`src/rtl/ssf_pkg.sv`:
```
`timescale 1ns / 1ps
// ssf_pkg: shared types, constants and helper functions for the six-digit
// segment formatter. No dependencies; imported by every module in rtl/.
package ssf_pkg;

   localparam int VALUE_WIDTH     = 20;
   localparam int DIGITS          = 6;
   localparam int BCD_WIDTH       = 4 * DIGITS;
   localparam int PIPE_STAGES     = 4;
   localparam int STEPS_PER_STAGE = VALUE_WIDTH / PIPE_STAGES;

   localparam int CSR_INDEX_WIDTH = 4;
   localparam int CSR_DATA_WIDTH  = 8;

   localparam logic [CSR_INDEX_WIDTH-1:0] CSR_DISPLAY_MODE  = 4'd0;
   localparam logic [CSR_INDEX_WIDTH-1:0] CSR_ROTATE_AMOUNT = 4'd1;

   localparam logic [1:0] MODE_WAIT   = 2'd0;
   localparam logic [1:0] MODE_NUMBER = 2'd1;
   localparam logic [1:0] MODE_SPLIT  = 2'd2;

   localparam logic [7:0]  DASH_CODE    = 8'h02;
   localparam logic [7:0]  GRID_FIRST   = 8'h20;
   localparam logic [7:0]  GRID_LAST    = 8'h01;
   localparam logic [7:0]  GRID_CLOSE   = 8'hDF;
   localparam logic [2:0]  LAST_STROBE  = 3'd6;
   localparam logic [3:0]  FRAME_BLANK  = 4'd15;
   localparam logic [VALUE_WIDTH-1:0] BIG_LIMIT = 20'd1000000;

   typedef logic [DIGITS-1:0][7:0] ssf_words_type;

   typedef struct packed {
      logic [BCD_WIDTH-1:0]   bcd;
      logic [VALUE_WIDTH-1:0] bin;
      logic                   big;
      logic [3:0]             frame;
   } ssf_conv_type;

   typedef struct packed {
      logic [BCD_WIDTH-1:0] bcd;
      logic                 big;
      logic [3:0]           frame;
   } ssf_digits_type;

   function automatic logic [7:0] seg_code(input logic [3:0] digit);
      logic [7:0] code;
      case (digit)
         4'd0: code = 8'hfc;
         4'd1: code = 8'h60;
         4'd2: code = 8'hda;
         4'd3: code = 8'hf2;
         4'd4: code = 8'h66;
         4'd5: code = 8'hb6;
         4'd6: code = 8'hbe;
         4'd7: code = 8'he4;
         4'd8: code = 8'hfe;
         4'd9: code = 8'hf6;
         default: code = 8'h00;
      endcase
      return code;
   endfunction

   function automatic ssf_words_type wait_frame(input logic [3:0] f);
      ssf_words_type d;
      d = '0;
      case (f) inside
         4'd0: begin
            d[0] = 8'hf0; d[1] = 8'h90; d[2] = 8'h90;
            d[3] = 8'h90; d[4] = 8'h90; d[5] = 8'h9c;
         end
         [4'd1:4'd6]:  d[3'(f - 4'd1)] = 8'h80;
         4'd7:         d[5] = 8'h0c;
         [4'd8:4'd13]: d[3'(4'd13 - f)] = 8'h10;
         4'd14:        d[0] = 8'h60;
         default:      d = '0;
      endcase
      return d;
   endfunction

   // one shift-and-add-3 step over the joined decimal and binary words
   function automatic logic [BCD_WIDTH+VALUE_WIDTH-1:0] dabble_step(
      input logic [BCD_WIDTH+VALUE_WIDTH-1:0] s);
      logic [BCD_WIDTH+VALUE_WIDTH-1:0] t;
      t = s;
      for (int n = 0; n < DIGITS; n++) begin
         if (t[VALUE_WIDTH+4*n +: 4] >= 4'd5) begin
            t[VALUE_WIDTH+4*n +: 4] = t[VALUE_WIDTH+4*n +: 4] + 4'd3;
         end
      end
      return t << 1;
   endfunction

endpackage

```
`src/rtl/six_digit_segment_formatter.sv`:
```
`timescale 1ns / 1ps
// six_digit_segment_formatter: top level, configuration registers and the
// link of conversion pipe, formatter and scan output. Depends on ssf_pkg.
//
// Usage:
//   req_*  : one 20-bit value per transaction (valid / stall).
//   rsp_*  : seven transactions per value: digit selects 0x20 down to 0x01
//            with their segment bytes, then 0xDF with segments 0 and last.
//   csr_*  : register writes, index 0 display mode, index 1 rotate amount;
//            csr_ready is always high, other indexes are dropped. Write only
//            while no value is in flight.
// Pipeline: a value passes the input register and four conversion stages
//   before the scan output register shows its first strobe; the conversion pipe
//   has five register stages of which four run five decimal-adjust steps each.
// Scan: seven strobes of the scan output per value; a new value loads as the
//   last strobe is taken, and the pipe takes further values while a scan is running.
// Reset: clears both registers and empties the pipe and the scan output.
// Stall: rsp_stall holds the current strobe; the pipe fills behind it and
//   then raises req_stall.
module six_digit_segment_formatter (
   input  logic                               clock,
   input  logic                               reset,
   input  logic                               req_valid,
   output logic                               req_stall,
   input  logic [ssf_pkg::VALUE_WIDTH-1:0]    req_value,
   output logic                               rsp_valid,
   input  logic                               rsp_stall,
   output logic [7:0]                         rsp_digit_select,
   output logic [7:0]                         rsp_segment_pattern,
   output logic                               rsp_last,
   input  logic                               csr_valid,
   output logic                               csr_ready,
   input  logic [ssf_pkg::CSR_INDEX_WIDTH-1:0] csr_index,
   input  logic [ssf_pkg::CSR_DATA_WIDTH-1:0]  csr_data
);
   import ssf_pkg::*;

   logic [1:0]     display_mode_ff, display_mode_in;
   logic [2:0]     rotate_amount_ff, rotate_amount_in;
   logic           conv_valid;
   logic           conv_ready;
   ssf_digits_type conv_digits;
   ssf_words_type  words;

   assign csr_ready = 1'b1;

   always_comb begin
      display_mode_in  = display_mode_ff;
      rotate_amount_in = rotate_amount_ff;
      if (csr_valid & csr_ready) begin
         unique case (csr_index)
            CSR_DISPLAY_MODE:  display_mode_in  = csr_data[1:0];
            CSR_ROTATE_AMOUNT: rotate_amount_in = csr_data[2:0];
            default: begin
            end
         endcase
      end
   end

   always_ff @(posedge clock) begin
      if (reset) begin
         display_mode_ff  <= MODE_WAIT;
         rotate_amount_ff <= '0;
      end else begin
         display_mode_ff  <= display_mode_in;
         rotate_amount_ff <= rotate_amount_in;
      end
   end

   ssf_bcd_pipe u_bcd_pipe (
      .clock      (clock),
      .reset      (reset),
      .req_valid  (req_valid),
      .req_stall  (req_stall),
      .req_value  (req_value),
      .out_valid  (conv_valid),
      .out_ready  (conv_ready),
      .out_digits (conv_digits)
   );

   ssf_format u_format (
      .display_mode  (display_mode_ff),
      .rotate_amount (rotate_amount_ff),
      .digits        (conv_digits),
      .words         (words)
   );

   ssf_scan u_scan (
      .clock               (clock),
      .reset               (reset),
      .load_valid          (conv_valid),
      .load_ready          (conv_ready),
      .load_words          (words),
      .rsp_valid           (rsp_valid),
      .rsp_stall           (rsp_stall),
      .rsp_digit_select    (rsp_digit_select),
      .rsp_segment_pattern (rsp_segment_pattern),
      .rsp_last            (rsp_last)
   );

endmodule

```
`src/rtl/ssf_bcd_pipe.sv`:
```
`timescale 1ns / 1ps
// ssf_bcd_pipe: input register and pipelined binary to decimal conversion,
// several shift-and-add-3 steps per stage. Depends on ssf_pkg.
module ssf_bcd_pipe (
   input  logic                           clock,
   input  logic                           reset,
   input  logic                           req_valid,
   output logic                           req_stall,
   input  logic [ssf_pkg::VALUE_WIDTH-1:0] req_value,
   output logic                           out_valid,
   input  logic                           out_ready,
   output ssf_pkg::ssf_digits_type        out_digits
);
   import ssf_pkg::*;

   logic [PIPE_STAGES:0] vld_ff, vld_in;
   logic [PIPE_STAGES:0] adv;
   logic                 load;
   ssf_conv_type         conv_ff [PIPE_STAGES+1];
   ssf_conv_type         conv_in [PIPE_STAGES+1];

   always_comb begin
      adv[PIPE_STAGES] = vld_ff[PIPE_STAGES] & out_ready;
      for (int k = PIPE_STAGES - 1; k >= 0; k--) begin
         adv[k] = vld_ff[k] & (~vld_ff[k+1] | adv[k+1]);
      end
   end

   assign req_stall = vld_ff[0] & ~adv[0];
   assign load      = req_valid & ~req_stall;

   always_comb begin
      vld_in[0] = load | (vld_ff[0] & ~adv[0]);
      for (int k = 1; k <= PIPE_STAGES; k++) begin
         vld_in[k] = adv[k-1] | (vld_ff[k] & ~adv[k]);
      end
   end

   always_comb begin
      ssf_conv_type tmp;
      conv_in[0] = conv_ff[0];
      if (load) begin
         conv_in[0].bcd   = '0;
         conv_in[0].bin   = req_value;
         conv_in[0].big   = (req_value >= BIG_LIMIT);
         conv_in[0].frame = (req_value < VALUE_WIDTH'(FRAME_BLANK)) ?
                            req_value[3:0] : FRAME_BLANK;
      end
      for (int k = 1; k <= PIPE_STAGES; k++) begin
         tmp = conv_ff[k-1];
         for (int s = 0; s < STEPS_PER_STAGE; s++) begin
            {tmp.bcd, tmp.bin} = dabble_step({tmp.bcd, tmp.bin});
         end
         conv_in[k] = adv[k-1] ? tmp : conv_ff[k];
      end
   end

   always_ff @(posedge clock) begin
      if (reset) begin
         vld_ff <= '0;
      end else begin
         vld_ff <= vld_in;
      end
   end

   always_ff @(posedge clock) begin
      for (int k = 0; k <= PIPE_STAGES; k++) begin
         conv_ff[k] <= conv_in[k];
      end
   end

   assign out_valid        = vld_ff[PIPE_STAGES];
   assign out_digits.bcd   = conv_ff[PIPE_STAGES].bcd;
   assign out_digits.big   = conv_ff[PIPE_STAGES].big;
   assign out_digits.frame = conv_ff[PIPE_STAGES].frame;

endmodule

```
`src/rtl/ssf_format.sv`:
```
`timescale 1ns / 1ps
// ssf_format: builds the six segment words for the current display mode,
// with blanking, and rotation in the number and split modes. Depends on ssf_pkg.
module ssf_format (
   input  logic [1:0]              display_mode,
   input  logic [2:0]              rotate_amount,
   input  ssf_pkg::ssf_digits_type digits,
   output ssf_pkg::ssf_words_type  words
);
   import ssf_pkg::*;

   ssf_words_type d;
   logic          rotate_en;
   logic [2:0]    r6;
   logic [3:0]    sum;
   logic [2:0]    idx;

   always_comb begin
      d         = '0;
      rotate_en = 1'b0;
      unique case (display_mode)
         MODE_WAIT: begin
            d = wait_frame(digits.frame);
         end
         MODE_NUMBER: begin
            rotate_en = 1'b1;
            for (int j = 0; j < DIGITS; j++) begin
               d[j] = seg_code(digits.bcd[4*j +: 4]);
               if (j > 0 && !digits.big && (digits.bcd >> (4*j)) == '0) begin
                  d[j] = 8'h00;
               end
            end
         end
         MODE_SPLIT: begin
            rotate_en = 1'b1;
            d[5] = 8'h00;
            d[4] = seg_code(digits.bcd[15:12]);
            d[3] = seg_code(digits.bcd[11:8]);
            d[2] = DASH_CODE;
            d[1] = seg_code(digits.bcd[7:4]);
            d[0] = seg_code(digits.bcd[3:0]);
         end
         default: begin
            d = wait_frame(4'd0);
         end
      endcase
   end

   assign r6 = (rotate_amount >= 3'd6) ? rotate_amount - 3'd6 : rotate_amount;

   always_comb begin
      sum = '0;
      idx = '0;
      for (int i = 0; i < DIGITS; i++) begin
         sum = 4'(i) + {1'b0, r6};
         idx = (sum >= 4'd6) ? 3'(sum - 4'd6) : sum[2:0];
         words[i] = rotate_en ? d[idx] : d[i];
      end
   end

endmodule

```
`src/rtl/ssf_scan.sv`:
```
`timescale 1ns / 1ps
// ssf_scan: output register that plays one word set out as seven strobes,
// six digit selects and the closing strobe. Depends on ssf_pkg.
module ssf_scan (
   input  logic                  clock,
   input  logic                  reset,
   input  logic                  load_valid,
   output logic                  load_ready,
   input  ssf_pkg::ssf_words_type load_words,
   output logic                  rsp_valid,
   input  logic                  rsp_stall,
   output logic [7:0]            rsp_digit_select,
   output logic [7:0]            rsp_segment_pattern,
   output logic                  rsp_last
);
   import ssf_pkg::*;

   logic          busy_ff, busy_in;
   logic [2:0]    cnt_ff, cnt_in;
   logic [7:0]    grid_ff, grid_in;
   ssf_words_type words_ff, words_in;
   logic          take;
   logic          final_take;
   logic          load;

   assign take       = busy_ff & ~rsp_stall;
   assign final_take = take & (cnt_ff == LAST_STROBE);
   assign load_ready = ~busy_ff | final_take;
   assign load       = load_valid & load_ready;

   always_comb begin
      busy_in  = busy_ff;
      cnt_in   = cnt_ff;
      grid_in  = grid_ff;
      words_in = words_ff;
      if (load) begin
         busy_in  = 1'b1;
         cnt_in   = '0;
         grid_in  = GRID_FIRST;
         words_in = load_words;
      end else if (final_take) begin
         busy_in = 1'b0;
      end else if (take) begin
         cnt_in   = cnt_ff + 3'd1;
         grid_in  = (grid_ff == GRID_LAST) ? GRID_CLOSE : grid_ff >> 1;
         words_in = {8'h00, words_ff[DIGITS-1:1]};
      end
   end

   always_ff @(posedge clock) begin
      if (reset) begin
         busy_ff <= 1'b0;
         cnt_ff  <= '0;
      end else begin
         busy_ff <= busy_in;
         cnt_ff  <= cnt_in;
      end
   end

   always_ff @(posedge clock) begin
      grid_ff  <= grid_in;
      words_ff <= words_in;
   end

   assign rsp_valid           = busy_ff;
   assign rsp_digit_select    = grid_ff;
   assign rsp_segment_pattern = words_ff[0];
   assign rsp_last            = (cnt_ff == LAST_STROBE);

endmodule
```
`config.mk`:
```
export PLATFORM = sky130hd
export DESIGN_NAME = six_digit_segment_formatter
export DESIGN_NICKNAME = d
export VERILOG_FILES = /design/src/rtl/ssf_pkg.sv /design/src/rtl/six_digit_segment_formatter.sv /design/src/rtl/ssf_bcd_pipe.sv /design/src/rtl/ssf_format.sv /design/src/rtl/ssf_scan.sv
export SDC_FILE = /design/constraint.sdc
export NUM_CORES = 1
export LEC_CHECK = 0
export ABC_AREA = 1
export BUFFER_PORTS_ARGS = -buffer_cell sky130_fd_sc_hd__buf_2
export CORE_MARGIN = 5
export CORE_UTILIZATION = 55
export CTS_CLUSTER_SIZE = 14
export DETAILED_ROUTE_END_ITERATION = 12
export GPL_TIMING_DRIVEN = 1
export PLACE_DENSITY_LB_ADDON = 0.25
export SLEW_MARGIN = 40
export SYNTH_ARGS = -nofsm -noshare
export SYNTH_HDL_FRONTEND = slang
export SYNTH_SLANG_ARGS = --single-unit
```
`constraint.sdc`:
```
create_clock -name clock -period 7.33 [get_ports clock]
set_input_delay 0.3665 -clock clock [delete_from_list [all_inputs] [get_ports clock]]
set_output_delay 0.3665 -clock clock [all_outputs]
set_load 0.02 [all_outputs]
```
==> results.toml, run 1 <==
[synthesis]
synth_flop_cell = "edfxtp_1"
syn_area_um2 = 16100
avgSynthCellArea_um2 = 7.36
synth_top_area_cell = "edfxtp_1"
synthCells = 2191
synthDistinctLibCells = 60
ys_top_cells_by_area = "edfxtp_1, nand2_1, ha_1, inv_1, o21ai_0"
synth_top_area_share_pct = 33.3
yosys_warnings = 0
synth_fp_nets = 2326
synthMostInstantiatedCell = "nand2_1"
synth_edf_count = 179
yosysSeqAreaShare_pct = 36.0
ys_seq_elements = 201
ys_async_sr_fraction_pct = 0
synth_top_cells_by_count = "nand2_1, inv_1, o21ai_0, edfxtp_1, nand3_1"

[finish]
syn_to_final_growth_pct = 8.10
diodes = 0
finalNonFillerCells = 2626
layout-drive-gt1-share_pct = 12.0
post-route-util_pct = 60.4
nets = 2362

[place]
place_hpwl_um = 26600
dp.cells = 2584
gp_congestion = 0.950
place.port_buffers = 49

[worst_setup_path]
required_ns = 7.60
worst_setup_path_start_kind = "register"
slowest_stage = "edfxtp_1"
critPathTopFamily = "simple AND/OR/NAND/NOR gates"
crit_arrival_ns = 4.53
end_kind = "register"
critPathLaunch = "u_bcd_pipe.conv_ff[0][74]"
cp_max_fo = 5
crit_buf_inv = 9
cpPeakStageDelay_ns = 0.41
worstReg2RegStart = "u_bcd_pipe.conv_ff[0][74]"
worstSetupPathType = "reg -> reg"
crit_path_frequent_cell = "inv_1"

[clocking]
htreeDepth = 1
clkTransAtPathRegs_ns = 0.06
numCtsBuffers = 23
clk_path_buf_depth = 3
clock_latency_ns = 0.55
cts_root_buf = "clkbuf_16"
cts_setup_buffers = 0
cts_sinks = 201
cts_tree = "built"

[global_routing]
grt_pass1_wl_um = 59200
grt_use_total_pct = 20.7
grt_max_degree = 70
antenna_found_initial = 0
gr-total-overflow = 0
grt_pass1_vias = 13200

[sta]
grt_setup_unrepaired = "no"
hold_violations = 0
finalSetupViolations = 0
period_minus_slack_ns = 4.26
report.final.slew_viol_count = 0
finalCritPeriodShare_pct = 58.1
clock_skew_ns = 0.0175
max_slew_margin_pct = 43.8
fmax_mhz = 235
worst_pin_slew_ns = 0.840
whs_ns = 0.0307
fin_setup_tns_ns = 0

[job]
maxCapViolCount = 0

[run_status]
status = "finished clean"

[detailed_routing]
drc = 0
antenna_left = 0
finalWirelength_um = 35200
first_pass_iters = 6
vias = 14300
via_per_inst = 5.46
drt_iter0_drc = 1257
wl_per_cell_um = 13.4

[worst_hold_path]
hp-start = "req_value[5]"
min_path_type = "in -> reg"

[floorplanning]
die_w_um = 181
start_util_pct = 55.9
core_um2 = 28900
die_y_um = 181
die-area_um2 = 32900
row_count = 62
ios = 57

[power_and_ir_drop]
fin_total_pwr_mw = 9.04
powerDensity_nw_per_um2 = 518
vdd.ir_drop.worst_v = 0.000558
p_leak_nw = 8.37
## flip-flops by register name, indices dropped and copies added, names as in the netlist
register                    flops
rotate_amount_ff                3
u_bcd_pipe.vld_ff               5
u_scan.rsp_valid                1
u_scan.rsp_digit_select         8
u_scan.words_ff                35
u_bcd_pipe.conv_ff            137
u_scan.rsp_segment_pattern      7
display_mode_ff                 2
u_scan.cnt_ff                   3
## metal layers
metal | vias up | wire length, um | share of wire (%) | GRT usage [%]
met2 | 441 | 16500 | 47 | 36.1
met5 | - | 0 | 0 | 0
met1 | 6475 | 15300 | 43 | 27.1
met3 | 60 | 2570 | 7.3 | 3.44
li1 | 7356 | - | - | -
met4 | 0 | 850 | 2.4 | 5.13
## layout make-up
class	count	area, um2
fill	2527	11400
multi-input combinational	1611	8890
sequential	201	5820
inverter	329	1230
clock buffer	25	583
tap	384	480
timing repair buffer	61	340
clock inverter	15	98.8
## path summary, 6_finish.rpt
| kind | endpoint | slack, ns | cells after the start |
|---|---|---|---|
| min reg2reg | u_bcd_pipe.conv_ff[0][99] | 0.42 | 0 |
| max reg2reg | u_bcd_pipe.conv_ff[0][132] | 3.07 | 27 |
| min | u_bcd_pipe.conv_ff[0][10] | 0.03 | 1 |
| max | u_bcd_pipe.conv_ff[0][132] | 3.07 | 27 |
## timing repair
action / in CTS / in global routing
hold buffers: 2 / 0
resized for setup: 0 / 0
endpoints found under the hold margin: 2 / 0
## where the power goes
part	leakage [nW]	switching, mW	internal (mW)
sequential	1.83	0.0836	1.74
clock	0.324	0.474	0.578
combinational	6.22	3.98	2.19
total	8.37	4.54	4.50
## cell usage in the layout (no fill, tap or decap), types with 3 or more instances in the layout
cell type / synthesis / layout
buf_2: 2 / 49
o211ai_1: 21 / 21
o22ai_1: 8 / 8
nand2_4: 9 / 10
a211oi_1: 4 / 4
ha_1: 98 / 97
o21bai_1: 7 / 7
inv_1: 312 / 311
o21ai_1: 11 / 11
xor2_1: 28 / 28
nand2_1: 589 / 588
nand3b_1: 6 / 6
nand3_1: 174 / 174
and2_4: 8 / 8
inv_2: 11 / 12
a21oi_2: 3 / 3
clkinvlp_4: 0 / 5
buf_4: 9 / 10
nor2_1: 98 / 95
clkbuf_16: 0 / 23
xnor2_1: 7 / 7
a21oi_1: 119 / 119
o21ai_2: 17 / 17
clkinv_1: 6 / 9
nand3_2: 24 / 24
a31oi_1: 3 / 3
edfxtp_1: 179 / 179
or2_0: 3 / 3
clkinv_2: 0 / 6
dfxtp_1: 22 / 22
nand4_1: 33 / 33
o31ai_1: 3 / 3
nand2_2: 75 / 75
nor3_1: 8 / 8
or2_2: 8 / 8
a22o_1: 15 / 15
a21o_1: 11 / 11
o21ai_0: 186 / 186
and2_1: 5 / 5
## logic make-up after synthesis
logic type,Yosys count,synth area share (%)
other,2,0.0465
xor gates and xnor gates,40,2.54
adders and majority gates,98,7.60
buffers and inverters,379,9.04
AOI/OAI and AO/OA,423,15.1
DFF,201,36.0
and+or+nand+nor,1048,29.6
## metrics by stage
stage / setup WS [ns] / instance area (um2)
after floorplan: 3.48 / 16100
after global placement: 3.27 / 16700
after detailed placement: 3.06 / 16700
after CTS: 3.04 / 17400
after global routing: 2.63 / 17400
final: 3.07 / 17400
Note: power is estimated with default switching activity, not from simulation.
==> run 2: changes to the inputs <==
Clock period 7.33 ns to 3.5 ns, I/O delays scaled along.
==> run 2 against run 1 <==
The run now ends with setup timing left. Worst setup slack got worse by 3.2 ns. Critical path depth decreased by 1. Wire length increased by 19%. Global-route usage increased by 2.4 points. Utilization increased by 9.2 points. Clock-buffer cell count increased by 4. Largest cell class unchanged. Design area increased by 15%. Non-clock buffer count increased by 157.
==> results.toml, run 2 (synthesis gave the netlist of run 1 again) <==
[run_status]
status = "finished with violations"
violations = "setup timing"

[global_routing]
grt_use_total_pct = 23.1
antenna_found_initial = 0
gr-total-overflow = 0
grt_max_degree = 62
grt_pass1_vias = 14200
grt_pass1_wl_um = 65500

[worst_setup_path]
slowest_stage = "edfxtp_1"
end_kind = "register"
crit_path_frequent_cell = "inv_2"
cp_max_fo = 5
required_ns = 3.79
cpPeakStageDelay_ns = 0.41
worstSetupPathType = "reg -> reg"
crit_arrival_ns = 3.89
worst_setup_path_start_kind = "register"

[clocking]
numCtsBuffers = 24
htreeDepth = 1
clk_path_buf_depth = 3
cts_root_buf = "clkbuf_16"
cts_tree = "built"
cts_sinks = 201
clkTransAtPathRegs_ns = 0.06
clock_latency_ns = 0.54

[floorplanning]
ios = 57
die_w_um = 181
core_um2 = 28900
start_util_pct = 55.9
die_y_um = 181
die-area_um2 = 32900
row_count = 62

[sta]
period_minus_slack_ns = 3.60
whs_ns = 0.0263
grt_setup_unrepaired = "yes"
setup_slack_ns = -0.101
max_slew_margin_pct = 46.5
finalCritPeriodShare_pct = 103
fmax_mhz = 278
finalSetupViolations = 9
report.final.slew_viol_count = 0
worst_pin_slew_ns = 0.799
clock_skew_ns = 0.0147
fin_setup_tns_ns = -0.390
hold_violations = 0

[detailed_routing]
first_pass_iters = 6
finalWirelength_um = 41900
wl_per_cell_um = 15.1
drt_iter0_drc = 1396
antenna_left = 0
via_per_inst = 5.49
vias = 15300
drc = 0

[finish]
largest_register = "u_bcd_pipe.conv_ff"
layout_common_cells = "nand2_1, inv_1, o21ai_0, edfxtp_1, nand3_1"
syn_to_final_growth_pct = 24.5
diodes = 0
largest_reg_flops = 137
layout-drive-gt1-share_pct = 25.8
final_common_cell = "nand2_1"
nets = 2520
final_area_um2 = 20100

[job]
maxCapViolCount = 0

[place]
gp_congestion = 0.974
place_hpwl_um = 28100
place.port_buffers = 49
placed_area_um2 = 17400

[worst_hold_path]
min_path_type = "in -> reg"
## run 2: final cells by class
class / instances / area, um2
multi-input combinational: 1611 / 10100
clock buffer: 29 / 619
sequential: 201 / 5820
clock inverter: 15 / 205
tap: 384 / 480
fill: 2216 / 8770
timing repair buffer: 218 / 1620
inverter: 329 / 1240
## run 2: what timing repair did
action                                  CTS  global route
pin swaps                                35           110
hold buffers                             25             0
cloned                                    0             0
setup buffers                            23            41
hold endpoints to repair                 34             0
resized for setup                        61           239
endpoints found under the setup margin   26            43
## run 2: stage by stage
step	worst slack, ns	cells	util (%)
3_5_place_dp	-0.179	2656	60.2
3_3_place_gp	-0.0417	2656	60.2
5_1_grt	-0.296	2787	69.6
2_1_floorplan	-0.0514	2191	-
4_1_cts	-0.148	2747	65.3
6_report	-0.101	2787	69.6
## run 2: routing by layer
layer | GRT usage [%] | part of all wire (%) | vias to the layer above
met1 | 29.8 | 42 | 7077
met3 | 3.44 | 5.9 | 80
met4 | 5.79 | 2.3 | 0
met5 | 0 | 0 | -
met2 | 40.9 | 50 | 459
li1 | - | - | 7677
## run 2: final timing paths
check	from	endpoint	slack, ns	cells past startpoint
worst max register to register	u_bcd_pipe.conv_ff[0][188]	u_bcd_pipe.conv_ff[0][242]	-0.10	26
worst min-delay path	csr_valid	display_mode_ff[0]	0.03	3
worst min register to register	u_bcd_pipe.conv_ff[0][14]	u_bcd_pipe.conv_ff[0][68]	0.42	0
worst max-delay path	u_bcd_pipe.conv_ff[0][188]	u_bcd_pipe.conv_ff[0][242]	-0.10	26
## run 2: critical path, delay by kind of cell, from the launching register on
kind / cells / cell delay, ns
flops: 1 / 0.41
fa+ha+maj: 5 / 0.81
buf+inv: 7 / 0.42
xor+xnor: 2 / 0.26
simple gates: 9 / 0.94
compound gates: 3 / 0.50
Power of run 2 is not shown: default switching activity piles up to over one toggle a cycle in this logic, so the estimate is an artifact.
==> run 3: changes to the inputs <==
Settings changed: REMOVE_ABC_BUFFERS set to 1, SLEW_MARGIN 40 to not set, TNS_END_PERCENT set to 50.
==> run 3 against run 2 <==
The run still ends with setup timing left. Maximum frequency is 3.1% lower. Flip-flop and latch count stayed put. Utilization is 0.46 points higher. Global-route usage is 0.62 points higher. Wire length is 2.3% higher. Clock skew is 0.0015 ns higher. Critical path depth is 1 lower. Design area is 0.66% higher. Clock-buffer cell count is 2 lower. Critical path type unchanged.
==> results.toml, run 3 (synthesis gave the netlist of run 1 again) <==
[run_status]
status = "finished with violations"
violations = "setup timing"

[place]
place.port_buffers = 49
place_hpwl_um = 28400
dpl_worst_slack_ns = -0.577
gp_congestion = 0.947
placed_area_um2 = 17400

[finish]
largest_register = "u_bcd_pipe.conv_ff"
diodes = 0
largest_reg_flops = 137
syn_to_final_growth_pct = 25.4
layout_common_cells = "nand2_1, inv_1, o21ai_0, edfxtp_1, buf_4"
final_area_um2 = 20200
final_common_cell = "nand2_1"
nets = 2543
layout-drive-gt1-share_pct = 27.2

[worst_setup_path]
crit_arrival_ns = 4.01
end_kind = "register"
crit_buf_inv = 8
crit_path_frequent_cell = "ha_4"
slowest_stage = "edfxtp_1"
critPathTopFamily = "simple AND/OR/NAND/NOR gates"
worst_setup_path_start_kind = "register"
cpPeakStageDelay_ns = 0.37
cp_max_fo = 5
worstSetupPathType = "reg -> reg"
required_ns = 3.79

[floorplanning]
ios = 57
die_w_um = 181
die_y_um = 181
die-area_um2 = 32900
core_um2 = 28900
row_count = 62
start_util_pct = 55.9

[sta]
hold_violations = 0
grt_setup_unrepaired = "yes"
finalSetupViolations = 6
fmax_mhz = 269
setup_slack_ns = -0.215
report.final.slew_viol_count = 0
clock_skew_ns = 0.0161
finalCritPeriodShare_pct = 106
period_minus_slack_ns = 3.72
max_slew_margin_pct = 44.3
worst_pin_slew_ns = 0.833
whs_ns = 0.0476

[global_routing]
grt_max_degree = 62
gr-total-overflow = 0
antenna_found_initial = 0
grt_pass1_wl_um = 67100
grt_pass1_vias = 14400
grt_use_total_pct = 23.7

[clocking]
numCtsBuffers = 23
clk_path_buf_depth = 3
cts_tree = "built"
htreeDepth = 1
clkTransAtPathRegs_ns = 0.06
cts_root_buf = "clkbuf_16"
cts_sinks = 201
clock_latency_ns = 0.54

[detailed_routing]
vias = 15500
first_pass_iters = 6
drt_iter0_drc = 1470
drc = 0
finalWirelength_um = 42900
wl_per_cell_um = 15.3
antenna_left = 0
via_per_inst = 5.53

[job]
maxCapViolCount = 0

[worst_hold_path]
min_path_type = "in -> reg"
-- run 3: changes by cell type in the layout (fill, tap and decap cells not counted), moves of 3 or more --
cell	change
buf_4	+19
buf_6	+6
clkinv_1	+3
clkinv_2	-3
nand2_1	-19
nand2_2	+14
nand2_4	+3
nand3_2	+4
nand3_4	-4
nor2_2	+4
-- run 3: worst min-delay path: cells and delay by family --
kind	cells	cell delay (ns)
buf+inv	1	0.11
compound gates	1	0.09
simple gates	1	0.16
-- run 3: cell type report --
cell class / instances / area (um2)
Clock buffer: 27 / 591
Timing Repair Buffer: 242 / 1810
Inverter: 329 / 1240
Sequential cell: 201 / 5820
Multi-Input combinational cell: 1611 / 10200
Clock inverter: 13 / 131
Fill cell: 2249 / 8630
Tap cell: 384 / 480
-- run 3: timing repair --
item / 4_1_cts / 5_1_grt
pin swaps: 39 / 128
buffers inserted: 16 / 53
resized for setup: 109 / 251
hold buffers: 25 / 0
hold endpoints to repair: 35 / 0
setup endpoints to repair: 29 / 47
-- run 3: per-stage QoR --
stage / utilization (%) / instances / TNS [ns]
after floorplan: - / 2141 / -43.42
final: 70.1 / 2807 / -0.626
after global placement: 60.3 / 2675 / -1.58
after CTS: 65.4 / 2755 / -0.396
after global routing: 70.1 / 2807 / -6.26
after detailed placement: 60.3 / 2675 / -5.16
-- run 3: routing by layer --
metal | wire [um] | track usage, %
met5 | 61 | 1.33
met4 | 1280 | 6.27
met3 | 2660 | 3.40
met2 | 20900 | 41.1
met1 | 18000 | 31.1
-- run 3: worst paths after layout --
path | from | endpoint | slack [ns] | depth (start not counted)
setup / recovery | u_bcd_pipe.conv_ff[0][188] | u_bcd_pipe.conv_ff[0][242] | -0.22 | 25
hold / removal | csr_valid | display_mode_ff[1] | 0.05 | 3
setup reg to reg | u_bcd_pipe.conv_ff[0][188] | u_bcd_pipe.conv_ff[0][242] | -0.22 | 25
hold reg to reg | u_bcd_pipe.conv_ff[0][150] | u_bcd_pipe.conv_ff[0][199] | 0.41 | 0
Power of run 3 is left out for the same reason.
